$ cat config.mk
export PLATFORM = sky130hd
export DESIGN_NAME = acpi_ec_host_interface_top
export DESIGN_NICKNAME = d
export VERILOG_FILES = /design/src/acpiec_pkg.sv /design/src/acpiec_regfile.sv /design/src/acpi_ec_host_interface_top.sv
export SDC_FILE = /design/constraint.sdc
export NUM_CORES = 2
export LEC_CHECK = 0
export ABC_AREA = 1
export BUFFER_PORTS_ARGS = -buffer_cell sky130_fd_sc_hd__buf_2
export CAP_MARGIN = 15
export CORE_MARGIN = 3
export CORE_UTILIZATION = 45
export DETAILED_ROUTE_END_ITERATION = 6
export GPL_ROUTABILITY_DRIVEN = 1
export GPL_TIMING_DRIVEN = 0
export PLACE_DENSITY = 0.72
export SYNTH_ARGS = -nofsm -noshare
export SYNTH_HDL_FRONTEND = slang
export SYNTH_HIERARCHICAL = 1
export SYNTH_SLANG_ARGS = --single-unit
$ cat constraint.sdc
create_clock -name clk -period 4.9 [get_ports clk]
set_input_delay 0.49 -clock clk [delete_from_list [all_inputs] [get_ports clk]]
set_output_delay 0.49 -clock clk [all_outputs]
set_load 0.05 [all_outputs]
$ cat src/acpiec_pkg.sv
// Package for the ACPI embedded controller host interface.
// Holds command codes, status bits, register geometry and the types the other files use.
// Depends on nothing.
package acpiec_pkg;

	// Default depth of the event code queue.
	localparam int unsigned EVENT_DEPTH_DEF = 8;

	// Register space geometry.
	localparam int unsigned REG_DEPTH = 256;
	localparam int unsigned REG_AW    = 8;

	// Status byte bits.
	localparam logic [7:0] ST_OBF     = 8'h01;
	localparam logic [7:0] ST_IBF     = 8'h02;
	localparam logic [7:0] ST_SCI_EVT = 8'h20;

	// Host command codes.
	localparam logic [7:0] CMD_READ  = 8'h80;
	localparam logic [7:0] CMD_WRITE = 8'h81;
	localparam logic [7:0] CMD_QUERY = 8'h84;

	// Access kinds carried by an input item.
	typedef enum logic [1:0] {
		KIND_HOST_READ  = 2'd0,
		KIND_HOST_WRITE = 2'd1,
		KIND_POST_EVENT = 2'd2,
		KIND_UNUSED     = 2'd3
	} kind_t;

	// Port select codes.
	localparam logic PORT_DATA   = 1'b0;
	localparam logic PORT_STATUS = 1'b1;

	// Host transaction phase.
	typedef enum logic [1:0] {
		PH_IDLE    = 2'd0,
		PH_RD_ADDR = 2'd1,
		PH_WR_ADDR = 2'd2,
		PH_WR_DATA = 2'd3
	} phase_t;

	// Sequencer state.
	typedef enum logic {
		ST_IDLE = 1'b0,
		ST_EXEC = 1'b1
	} state_t;

	// Request bundle for the register space memory.
	typedef struct packed {
		logic              rd_en;
		logic [REG_AW-1:0] rd_addr;
		logic              wr_en;
		logic [REG_AW-1:0] wr_addr;
		logic [7:0]        wr_data;
	} rf_req_t;

endpackage

$ cat src/acpiec_regfile.sv
// 256-byte register space of the embedded controller, with a registered read.
// Per-entry valid bits make the space read as zero after reset without a clearing pass.
// Depends on acpiec_pkg.
module acpiec_regfile (
	input  logic                clk,
	input  logic                arst_n,
	input  acpiec_pkg::rf_req_t req,
	output logic [7:0]          rdata
);

	logic [7:0]                       mem_q [acpiec_pkg::REG_DEPTH];
	logic [acpiec_pkg::REG_DEPTH-1:0] valid_q;
	logic [7:0]                       rdata_s1;
	logic                             valid_s1;

	// Storage array: one write and one registered read per cycle.
	always_ff @(posedge clk) begin
		if (req.wr_en) begin
			mem_q[req.wr_addr] <= req.wr_data;
		end
		if (req.rd_en) begin
			rdata_s1 <= mem_q[req.rd_addr];
		end
	end

	// Valid bits are cleared at reset; a written entry becomes valid.
	always_ff @(posedge clk or negedge arst_n) begin
		if (!arst_n) begin
			valid_q  <= '0;
			valid_s1 <= 1'b0;
		end else begin
			if (req.wr_en) begin
				valid_q[req.wr_addr] <= 1'b1;
			end
			if (req.rd_en) begin
				valid_s1 <= valid_q[req.rd_addr];
			end
		end
	end

	// An entry never written reads as its reset value of zero.
	assign rdata = valid_s1 ? rdata_s1 : 8'h00;

endmodule

$ cat src/acpi_ec_host_interface_top.sv
// Top level of the ACPI embedded controller host interface, device side.
// Depends on acpiec_pkg and acpiec_regfile.
//
// Each item passes through the idle and execute states of the sequencer: when it is accepted
// the register space and the event queue are read at the addresses the item and the current
// state select, and in the execute state the read data is used, state is updated and any write
// goes back to memory. The result then sits in an output register; the next item is accepted
// as soon as the execute state has placed its result, and a stalled output holds the block in
// the execute state. The register space reads as zero after reset through per-entry valid
// bits, so no clearing pass is needed. Events beyond EVENT_DEPTH pending codes are dropped and flagged.
module acpi_ec_host_interface_top #(
	parameter int unsigned EVENT_DEPTH = acpiec_pkg::EVENT_DEPTH_DEF
) (
	input  logic       clk,
	input  logic       arst_n,
	input  logic       in_valid,
	output logic       in_ready,
	input  logic [1:0] kind,
	input  logic       port_select,
	input  logic [7:0] write_data,
	output logic       out_valid,
	input  logic       out_ready,
	output logic [7:0] read_data,
	output logic       event_dropped,
	output logic       ignored
);

	localparam int unsigned IDX_W = (EVENT_DEPTH > 1) ? $clog2(EVENT_DEPTH) : 1;
	localparam int unsigned CNT_W = $clog2(EVENT_DEPTH + 1);
	localparam int unsigned SUM_W = CNT_W + 1;

	// Control state.
	acpiec_pkg::state_t state_q, state_d;
	acpiec_pkg::phase_t phase_q, phase_d;
	logic [IDX_W-1:0]   head_q, head_d;
	logic [CNT_W-1:0]   count_q, count_d;
	logic               obf_q, obf_d;
	logic               out_valid_q, out_valid_d;

	// Payload state.
	logic [7:0] addr_latch_q, addr_latch_d;
	logic [7:0] out_byte_q, out_byte_d;
	logic [7:0] read_data_q, read_data_d;
	logic       dropped_q, dropped_d;
	logic       ignored_q, ignored_d;

	// Item held between the read cycle and the update cycle.
	logic [1:0] kind_s1;
	logic       port_s1;
	logic [7:0] data_s1;

	// Memory interfaces.
	acpiec_pkg::rf_req_t rf_req;
	logic [7:0]          rf_rdata;
	logic [7:0]          evq_mem_q [EVENT_DEPTH];
	logic [7:0]          evq_rdata_s1;
	logic                evq_wr_en;
	logic [IDX_W-1:0]    evq_wr_addr;

	logic             accept;
	logic             done;
	logic [SUM_W-1:0] tail_sum;
	logic [IDX_W-1:0] tail_idx;
	logic [IDX_W-1:0] head_inc;

	// A new item is taken only while the sequencer is idle.
	assign in_ready = (state_q == acpiec_pkg::ST_IDLE);
	assign accept   = in_valid && in_ready;
	assign done     = (state_q == acpiec_pkg::ST_EXEC) && (!out_valid_q || out_ready);

	// Queue index arithmetic, modulo the queue depth.
	assign tail_sum = SUM_W'(head_q) + SUM_W'(count_q);
	assign tail_idx = (tail_sum >= SUM_W'(EVENT_DEPTH)) ?
		IDX_W'(tail_sum - SUM_W'(EVENT_DEPTH)) : IDX_W'(tail_sum);
	assign head_inc = (head_q == IDX_W'(EVENT_DEPTH - 1)) ? '0 : head_q + IDX_W'(1);

	// Register space.
	acpiec_regfile u_regfile (
		.clk    (clk),
		.arst_n (arst_n),
		.req    (rf_req),
		.rdata  (rf_rdata)
	);

	// Event queue memory: read the head on accept, write the tail on update.
	always_ff @(posedge clk) begin
		if (evq_wr_en) begin
			evq_mem_q[evq_wr_addr] <= data_s1;
		end
		if (accept) begin
			evq_rdata_s1 <= evq_mem_q[head_q];
		end
	end

	// Capture the item for the update cycle.
	always_ff @(posedge clk) begin
		if (accept) begin
			kind_s1 <= kind;
			port_s1 <= port_select;
			data_s1 <= write_data;
		end
	end

	// Next state, memory requests and result.
	always_comb begin
		state_d      = state_q;
		phase_d      = phase_q;
		head_d       = head_q;
		count_d      = count_q;
		obf_d        = obf_q;
		out_valid_d  = out_valid_q;
		addr_latch_d = addr_latch_q;
		out_byte_d   = out_byte_q;
		read_data_d  = read_data_q;
		dropped_d    = dropped_q;
		ignored_d    = ignored_q;
		evq_wr_en    = 1'b0;
		evq_wr_addr  = tail_idx;

		rf_req.rd_en   = accept;
		rf_req.rd_addr = write_data;
		rf_req.wr_en   = 1'b0;
		rf_req.wr_addr = addr_latch_q;
		rf_req.wr_data = data_s1;

		if (out_valid_q && out_ready) begin
			out_valid_d = 1'b0;
		end

		unique case (state_q)
			acpiec_pkg::ST_IDLE: begin
				if (accept) begin
					state_d = acpiec_pkg::ST_EXEC;
				end
			end
			acpiec_pkg::ST_EXEC: begin
				if (done) begin
					state_d     = acpiec_pkg::ST_IDLE;
					out_valid_d = 1'b1;
					read_data_d = 8'h00;
					dropped_d   = 1'b0;
					ignored_d   = 1'b0;
					unique case (acpiec_pkg::kind_t'(kind_s1))
						acpiec_pkg::KIND_HOST_READ: begin
							if (port_s1 == acpiec_pkg::PORT_STATUS) begin
								read_data_d = (obf_q ? acpiec_pkg::ST_OBF : 8'h00) |
									((count_q != '0) ? acpiec_pkg::ST_SCI_EVT : 8'h00);
							end else begin
								read_data_d = out_byte_q;
								obf_d       = 1'b0;
							end
						end
						acpiec_pkg::KIND_HOST_WRITE: begin
							if (port_s1 == acpiec_pkg::PORT_STATUS) begin
								// A command aborts any transaction in progress.
								phase_d = acpiec_pkg::PH_IDLE;
								unique case (data_s1)
									acpiec_pkg::CMD_READ:  phase_d = acpiec_pkg::PH_RD_ADDR;
									acpiec_pkg::CMD_WRITE: phase_d = acpiec_pkg::PH_WR_ADDR;
									acpiec_pkg::CMD_QUERY: begin
										if (count_q != '0) begin
											out_byte_d = evq_rdata_s1;
											head_d     = head_inc;
											count_d    = count_q - CNT_W'(1);
										end else begin
											out_byte_d = 8'h00;
										end
										obf_d = 1'b1;
									end
									default: ignored_d = 1'b1;
								endcase
							end else begin
								unique case (phase_q)
									acpiec_pkg::PH_RD_ADDR: begin
										addr_latch_d = data_s1;
										out_byte_d   = rf_rdata;
										obf_d        = 1'b1;
										phase_d      = acpiec_pkg::PH_IDLE;
									end
									acpiec_pkg::PH_WR_ADDR: begin
										addr_latch_d = data_s1;
										phase_d      = acpiec_pkg::PH_WR_DATA;
									end
									acpiec_pkg::PH_WR_DATA: begin
										rf_req.wr_en = 1'b1;
										phase_d      = acpiec_pkg::PH_IDLE;
									end
									acpiec_pkg::PH_IDLE: begin
										// A data byte with no command pending is dropped.
										ignored_d = 1'b1;
									end
									default: ignored_d = 1'b1;
								endcase
							end
						end
						acpiec_pkg::KIND_POST_EVENT: begin
							if (count_q < CNT_W'(EVENT_DEPTH)) begin
								evq_wr_en = 1'b1;
								count_d   = count_q + CNT_W'(1);
							end else begin
								dropped_d = 1'b1;
							end
						end
						acpiec_pkg::KIND_UNUSED: begin
							ignored_d = 1'b1;
						end
						default: ignored_d = 1'b1;
					endcase
				end
			end
			default: state_d = acpiec_pkg::ST_IDLE;
		endcase
	end

	// Control registers.
	always_ff @(posedge clk or negedge arst_n) begin
		if (!arst_n) begin
			state_q      <= acpiec_pkg::ST_IDLE;
			phase_q      <= acpiec_pkg::PH_IDLE;
			head_q       <= '0;
			count_q      <= '0;
			obf_q        <= 1'b0;
			out_valid_q  <= 1'b0;
			addr_latch_q <= 8'h00;
			out_byte_q   <= 8'h00;
		end else begin
			state_q      <= state_d;
			phase_q      <= phase_d;
			head_q       <= head_d;
			count_q      <= count_d;
			obf_q        <= obf_d;
			out_valid_q  <= out_valid_d;
			addr_latch_q <= addr_latch_d;
			out_byte_q   <= out_byte_d;
		end
	end

	// Result registers.
	always_ff @(posedge clk) begin
		if (done) begin
			read_data_q <= read_data_d;
			dropped_q   <= dropped_d;
			ignored_q   <= ignored_d;
		end
	end

	assign out_valid     = out_valid_q;
	assign read_data     = read_data_q;
	assign event_dropped = dropped_q;
	assign ignored       = ignored_q;

endmodule
Yosys cells after proc, flatten, opt, wreduce, memory -nomap -nowiden
Memories as Yosys holds them, arrays and structs flattened. A register that Yosys moved wholly into a read port is not among the register bits.
Cells that the tools add are included.
{ "word_totals": {"inputBits": 15, "memories": 2, "out_inout_bits": 12, "mem_bits_rw": 2112, "wordCells": 124, "register_bits": 306} }
{ "op_classes": {"n_reduce_logical": 23, "addsub": 5, "bitwise": 4, "n_mux": 51, "eq_ne": 18, "magnitude_cmp": 5} }
{ "mem_list": {"columns": ["name", "words", "word_bits", "rd", "rd_clocked_by_memory_dff", "write_ports", "line_no", "source"], "rows": [
  ["u_regfile.mem_q", 256, 8, 1, 1, 1, "acpiec_regfile.sv:11", "logic [7:0] mem_q [acpiec_pkg::REG_DEPTH];"],
  ["evq_mem_q", 8, 8, 1, 1, 1, "acpi_ec_host_interface_top.sv:55", "logic [7:0] evq_mem_q [EVENT_DEPTH];"]
]} }
{ "op_table": {"columns": ["cell", "n"], "rows": [
  ["256-bit OR", 1],
  ["8-bit two-way mux", 6],
  ["1-bit two-way mux", 29],
  ["8-bit == test (second input constant)", 3],
  ["8-bit by 9-bit less-than comparator with 1-bit output (second input constant)", 2],
  ["4-bit two-way mux", 4],
  ["6-bit AND reduction", 2],
  ["5-bit AND reduction", 2],
  ["1-bit binary-select mux with 8-bit select", 1],
  ["1-bit demux with 8-bit select", 1],
  ["2-bit == test (second input constant)", 4],
  ["8-bit by 1-bit >= comparator with 1-bit output (second input constant)", 1],
  ["2-bit inequality test (second input constant)", 4],
  ["2-bit case mux with 2 select lines", 2],
  ["4-bit case mux with 2 select lines", 1],
  ["7-bit AND reduction", 1],
  ["3-bit two-way mux", 2],
  ["6-bit two-way mux", 1],
  ["3-bit by 2-bit inequality test with 1-bit output (second input constant)", 2],
  ["1-bit by 6-bit OR with 6-bit output", 1],
  ["1-bit case mux with 2 select lines", 3],
  ["2-bit nonzero test", 3],
  ["3-bit by 4-bit adder with 5-bit output", 1],
  ["5-bit by 4-bit >= comparator with 1-bit output (second input constant)", 1],
  ["other kinds (20)", 28]
]} }

Depth between registers and ports, before layout
{ "logic_depth": {"depth_word": 8, "depth_mapped": 16, "mapped_depth_nobuf": 11} }

Cells and area by module
Netlist, hierarchy kept.
{ "by_module_without_submodules": {"columns": ["module", "seq_area_each_um2", "cells_per_inst", "area_each_um2", "n_inst"], "rows": [
  ["acpiec_regfile", 68170.4, 7750, 93134.3, 1],
  ["acpi_ec_host_interface_top", 3493.4, 491, 5305.1, 1]
]} }

Least setup slack after synthesis
OpenSTA, ideal clock, no wires.
{ "synth_path": {"path_kind": "register to register", "start": "reg data_s1[7]", "end": "reg out_byte_q[0]", "stages_incl_launch_ff": 8, "setup_ps": 118, "arrival_time_ps": 4551, "t_required_ps": 4782, "setup_slack_ps": 231, "path_buffers": 0, "synth_period_minus_slack_ps": 4669, "path_cell_list": "edfxtp_1 nand2_1 nor2_4 nand2_1 nand2_2 nand3_4 nand2_1 nand2_1"} }
{ "synth_via": {"elab_chain_len": 3} }
{ "synth_rtl": {"columns": ["item", "line_no", "source"], "rows": [
  ["start: declaration", "acpi_ec_host_interface_top.sv:50", "logic [7:0] data_s1;"],
  ["start signal: assignment", "acpi_ec_host_interface_top.sv:100", "data_s1 <= write_data;"],
  ["8-bit == test", "acpi_ec_host_interface_top.sv:157", "unique case (data_s1)"],
  ["2-bit by 1-bit inequality test with 1-bit output (no source line)", null, null],
  ["5-bit AND reduction (no source line)", null, null],
  ["end signal: assignment", "acpi_ec_host_interface_top.sv:234", "out_byte_q <= out_byte_d;"],
  ["end: declaration", "acpi_ec_host_interface_top.sv:42", "logic [7:0] out_byte_q, out_byte_d;"]
]} }
No other way between the ends.
A chain may end at the register's enable or synchronous reset.

==> impl_metrics.tcl <==
set metrics [dict create \
    postSynthRegisterBits 2434 \
    critPathMaxFanout 10 \
    port_buffers 26 \
    cp-startpoint "write_data[1]" \
    status "complete, but fails checks" \
    cts.clk_slew.worst_paths_ns 0.06 \
    critical_path_cell_count 16 \
    timing_worst_slew_pin_value_ns 1.49 \
    drcViolationCount 0 \
    global_route.overflow_total 0 \
    synthesis.nets 8269 \
    critical_path_buf_inv_count 6 \
    post_route_cells_drive_above_1_share_pct 14.1 \
    worstPathRequired_ns 5.67 \
    die_w_um 474 \
    layout_worst_path_cycle_share_pct 102 \
    clk_latency_ns 0.92 \
    pin_count_of_the_biggest_net_entering_global_routing 113 \
    slowest_delay_ns 1.04 \
    synthesis.instances 8241 \
    crit_path_cell_trace "dlygate4sd3_1, buf_2, buf_2, inv_2, buf_2, clkdlybuf4s15_1, o21ai_0, o22ai_1, nand2_1, nand3_1, nand3_1, nand3_1, nand3_1, nand2_1, nand2_1, nand2_1" \
    dieArea_um2 224000 \
    critPathCapture "u_regfile/rdata_s1[2]" \
    synthFlopType "edfxtp_1" \
    syn_avg_cell_area_um2 11.9 \
    routed_wl_mm 436 \
    max_cap_viol_count 1 \
    cts-root-to-sink-buffers 3 \
    crit_path_top_delay_cell "clkdlybuf4s15_1" \
    cts.sinks 2434 \
    via_count_of_the_first_global_routing_pass 70000 \
    vdd_drop_max_mv 0.409 \
    last_weighted_congestion_value_of_the_routability_driven_placer 1.06 \
    finalSetupViolations 2 \
    timing.final.ws_setup_ns -0.122 \
    numCtsBuffers 241 \
    worst_r2r_setup_slack_ns 0.36 \
    count_of_buffers_added_by_post_cts_timing_repair_for_setup 0 \
    post_drt_wl_per_cell_um 36.7 \
    number_of_synthesized_flops_with_an_enable_pin 2149 \
    placement.cell_area_um2 107000 \
    floorplan.initialDensity_pct 45.3 \
    synth.yosys.seq_area_share_pct 72.8 \
    final_nets 8836 \
    via_count 76300 \
    first_iter_violations 13900 \
    core_region_area_um2 217000 \
    path_delay_family "buffers and inverters" \
    post_synth_instance_area_um2 98400 \
    layout.cell_area.non_filler_um2 115000 \
    yosys_warnings 6 \
    critPathKind "in -> reg" \
    fmax_mhz 199 \
    rsz0062_at_grt "false" \
    finalMaxSlewViolations 0 \
    critical_path.endpoint_type "register" \
    dpl_worst_slack_ns -0.186 \
    final_cells 11900 \
    worstSetupStartpointType "input port" \
    final.setup_skew_ns 0.0513 \
    dp_cells 11400 \
    violated_checks "capacitance limit, setup timing" \
    r2r.worst_path.cells 10 \
    via_per_inst 6.41 \
    total_power_draw_mw 46.3 \
    min_path_type "in -> async" \
    finalCoreUtilization_pct 52.9 \
    die_height_um 474 \
    power_per_standard_cell_area_nw_per_um2 402 \
    tritoncts "done" \
    firstDrtPassIters 7 \
    power.static_leakage_nw 41.7 \
    final.fill_count 18200 \
    h-tree-depth 4 \
    final-hold-violation-count 0 \
    worst_r2r_endpoint "u_regfile/mem_q[36][5]" \
    dp_hpwl_mm 316 \
    boundaryPins 27 \
    fin_crit_ns 5.02 \
    grt_pass1_wl_mm 581 \
    synth.lib_cells_used.distinct 35 \
    areaGrowthSynthToFinish_pct 16.9 \
    ys_async_sr_fraction_pct 11.7 \
    gr-usage-all-layers_pct 38.2 \
    reg2reg_from "out_valid" \
    number_of_antenna_violations_at_the_first_check_in_global_routing 37 \
    clock_tree.root_cell "clkbuf_16" \
    antenna_violation_net_count_after_detailed_routing 0 \
    timing.slew.headroom_pct 0.586 \
    std_cell_rows 171 \
    arrival_ns 5.79 \
]
-- synthesized netlist by cell type (3+ instances only) --
master	instances	area, um2
a21oi_1	38	190
buf_1	61	229
buf_2	211	1060
buf_4	37	278
buf_6	23	259
clkbuf_1	219	822
clkinv_1	3	11.3
dfrtp_1	285	7130
edfxtp_1	2149	64500
ha_1	11	138
inv_1	107	402
inv_2	9	33.8
nand2_1	1375	5160
nand2_2	5	31.3
nand3_1	1208	6050
nand4_1	10	62.6
nor2_1	1062	3990
nor2_4	3	33.8
nor3_1	5	25.0
o21ai_0	784	3920
o21ai_1	3	15.0
o21ai_2	8	70.1
o22ai_1	352	2200
or2_2	256	1600
-- cell usage in the layout (no fill, tap or decap), types with 9 or more instances in the layout --
cell type,count
buf_4,100
edfxtp_1,2149
diode_2,30
clkbuf_8,9
o21ai_0,784
buf_16,94
nor2_1,1021
buf_2,238
dfrtp_1,285
nand2_1,1375
bufinv_16,21
nand3_1,1208
inv_1,106
clkbuf_1,269
clkbuf_16,242
buf_6,86
or2_2,256
nand4_1,10
nor2_2,41
ha_1,11
o22ai_1,352
inv_2,10
a21oi_1,38
buf_1,60
clkinv_1,47
dlygate4sd3_1,15
clkinv_2,48
buf_8,59
-- state kept, by name (all words and copies together), names as in the netlist --
signal,count
state_q,1
data_s1,8
u_regfile/mem_q,2048
evq_rdata_s1,8
kind_s1,2
head_q,3
port_s1,1
count_q,4
u_regfile/valid_s1,1
phase_q,2
ignored,1
out_valid,1
obf_q,1
addr_latch_q,8
event_dropped,1
u_regfile/valid_q,256
out_byte_q,8
evq_mem_q,64
u_regfile/rdata_s1,8
read_data,8
-- stage by stage --
step | setup TNS, ns | hold WS, ns
floorplan | 0 | 0.194
global placement | -8657.63 | 0.451
detailed placement | -0.532 | 0.452
CTS | 0 | 0.154
global route | 0 | 0.174
finish | -0.195 | 0.130
-- worst min path at each step --
stage	startpoint	endpoint	slack (ns)	cells after the start
after CTS	arst_n	phase_q[1]	0.15	2
final	arst_n	out_valid	0.13	2
after global routing	arst_n	out_valid	0.17	2
after floorplan	arst_n	addr_latch_q[0]	0.19	0
after detailed placement	u_regfile/valid_q[10]	u_regfile/valid_q[10]	0.45	1
after global placement	u_regfile/valid_q[161]	u_regfile/valid_q[161]	0.45	1
-- layout make-up --
class	instances	area [um2]	area share [%]
Clock buffer	305	6360	5.53
Inverter	120	453	0.394
Multi-Input combinational cell	5131	23700	20.6
Clock inverter	146	1530	1.33
Sequential cell	2434	71700	62.3
Buffer	556	2720	2.36
Tap cell	2854	3570	3.10
Antenna cell	30	75.1	0.0652
Timing Repair Buffer	324	4990	4.33
-- layer usage --
layer | track usage, % | vias to the layer above | share of wire [%]
met1 | 48.9 | 37800 | 35
met3 | 16.0 | 1342 | 16
met2 | 53.2 | 6493 | 41
li1 | - | 30600 | -
met4 | 24.6 | 20 | 7.8
met5 | 0 | - | 0.031
-- logic make-up after synthesis --
group	after synthesis	synth area share, %
fa+ha+maj	13	0.180
flops	2434	72.8
xor+xnor	3	0.0267
simple gates	3928	17.3
buf+inv	676	3.21
compound gates	1187	6.52
-- repair_timing --
action                                  in CTS  in global routing
hold buffers                                15                  0
endpoints found under the setup margin       0                  1
endpoints found under the hold margin       84                  0
gates resized for setup                      0                  2
-- worst register-to-register path, stage by stage (launching register included) --
cell	delay, ns
dfrtp_1	0.41
nand2_1	0.14
nand2_1	0.18
nor2_4	0.19
buf_6	0.17
and3_1	0.37
clkbuf_1	0.48
nand2_1	0.40
clkbuf_1	0.52
buf_8	0.31
nor2_1	0.95
-- where the power goes --
group	internal, mW	switching (mW)	total, mW
Sequential	22.8	0.173	23.0
Clock	10.3	8.22	18.6
Combinational	1.11	3.61	4.72
Total	34.3	12.0	46.3
(Power assumes the default switching activity.)
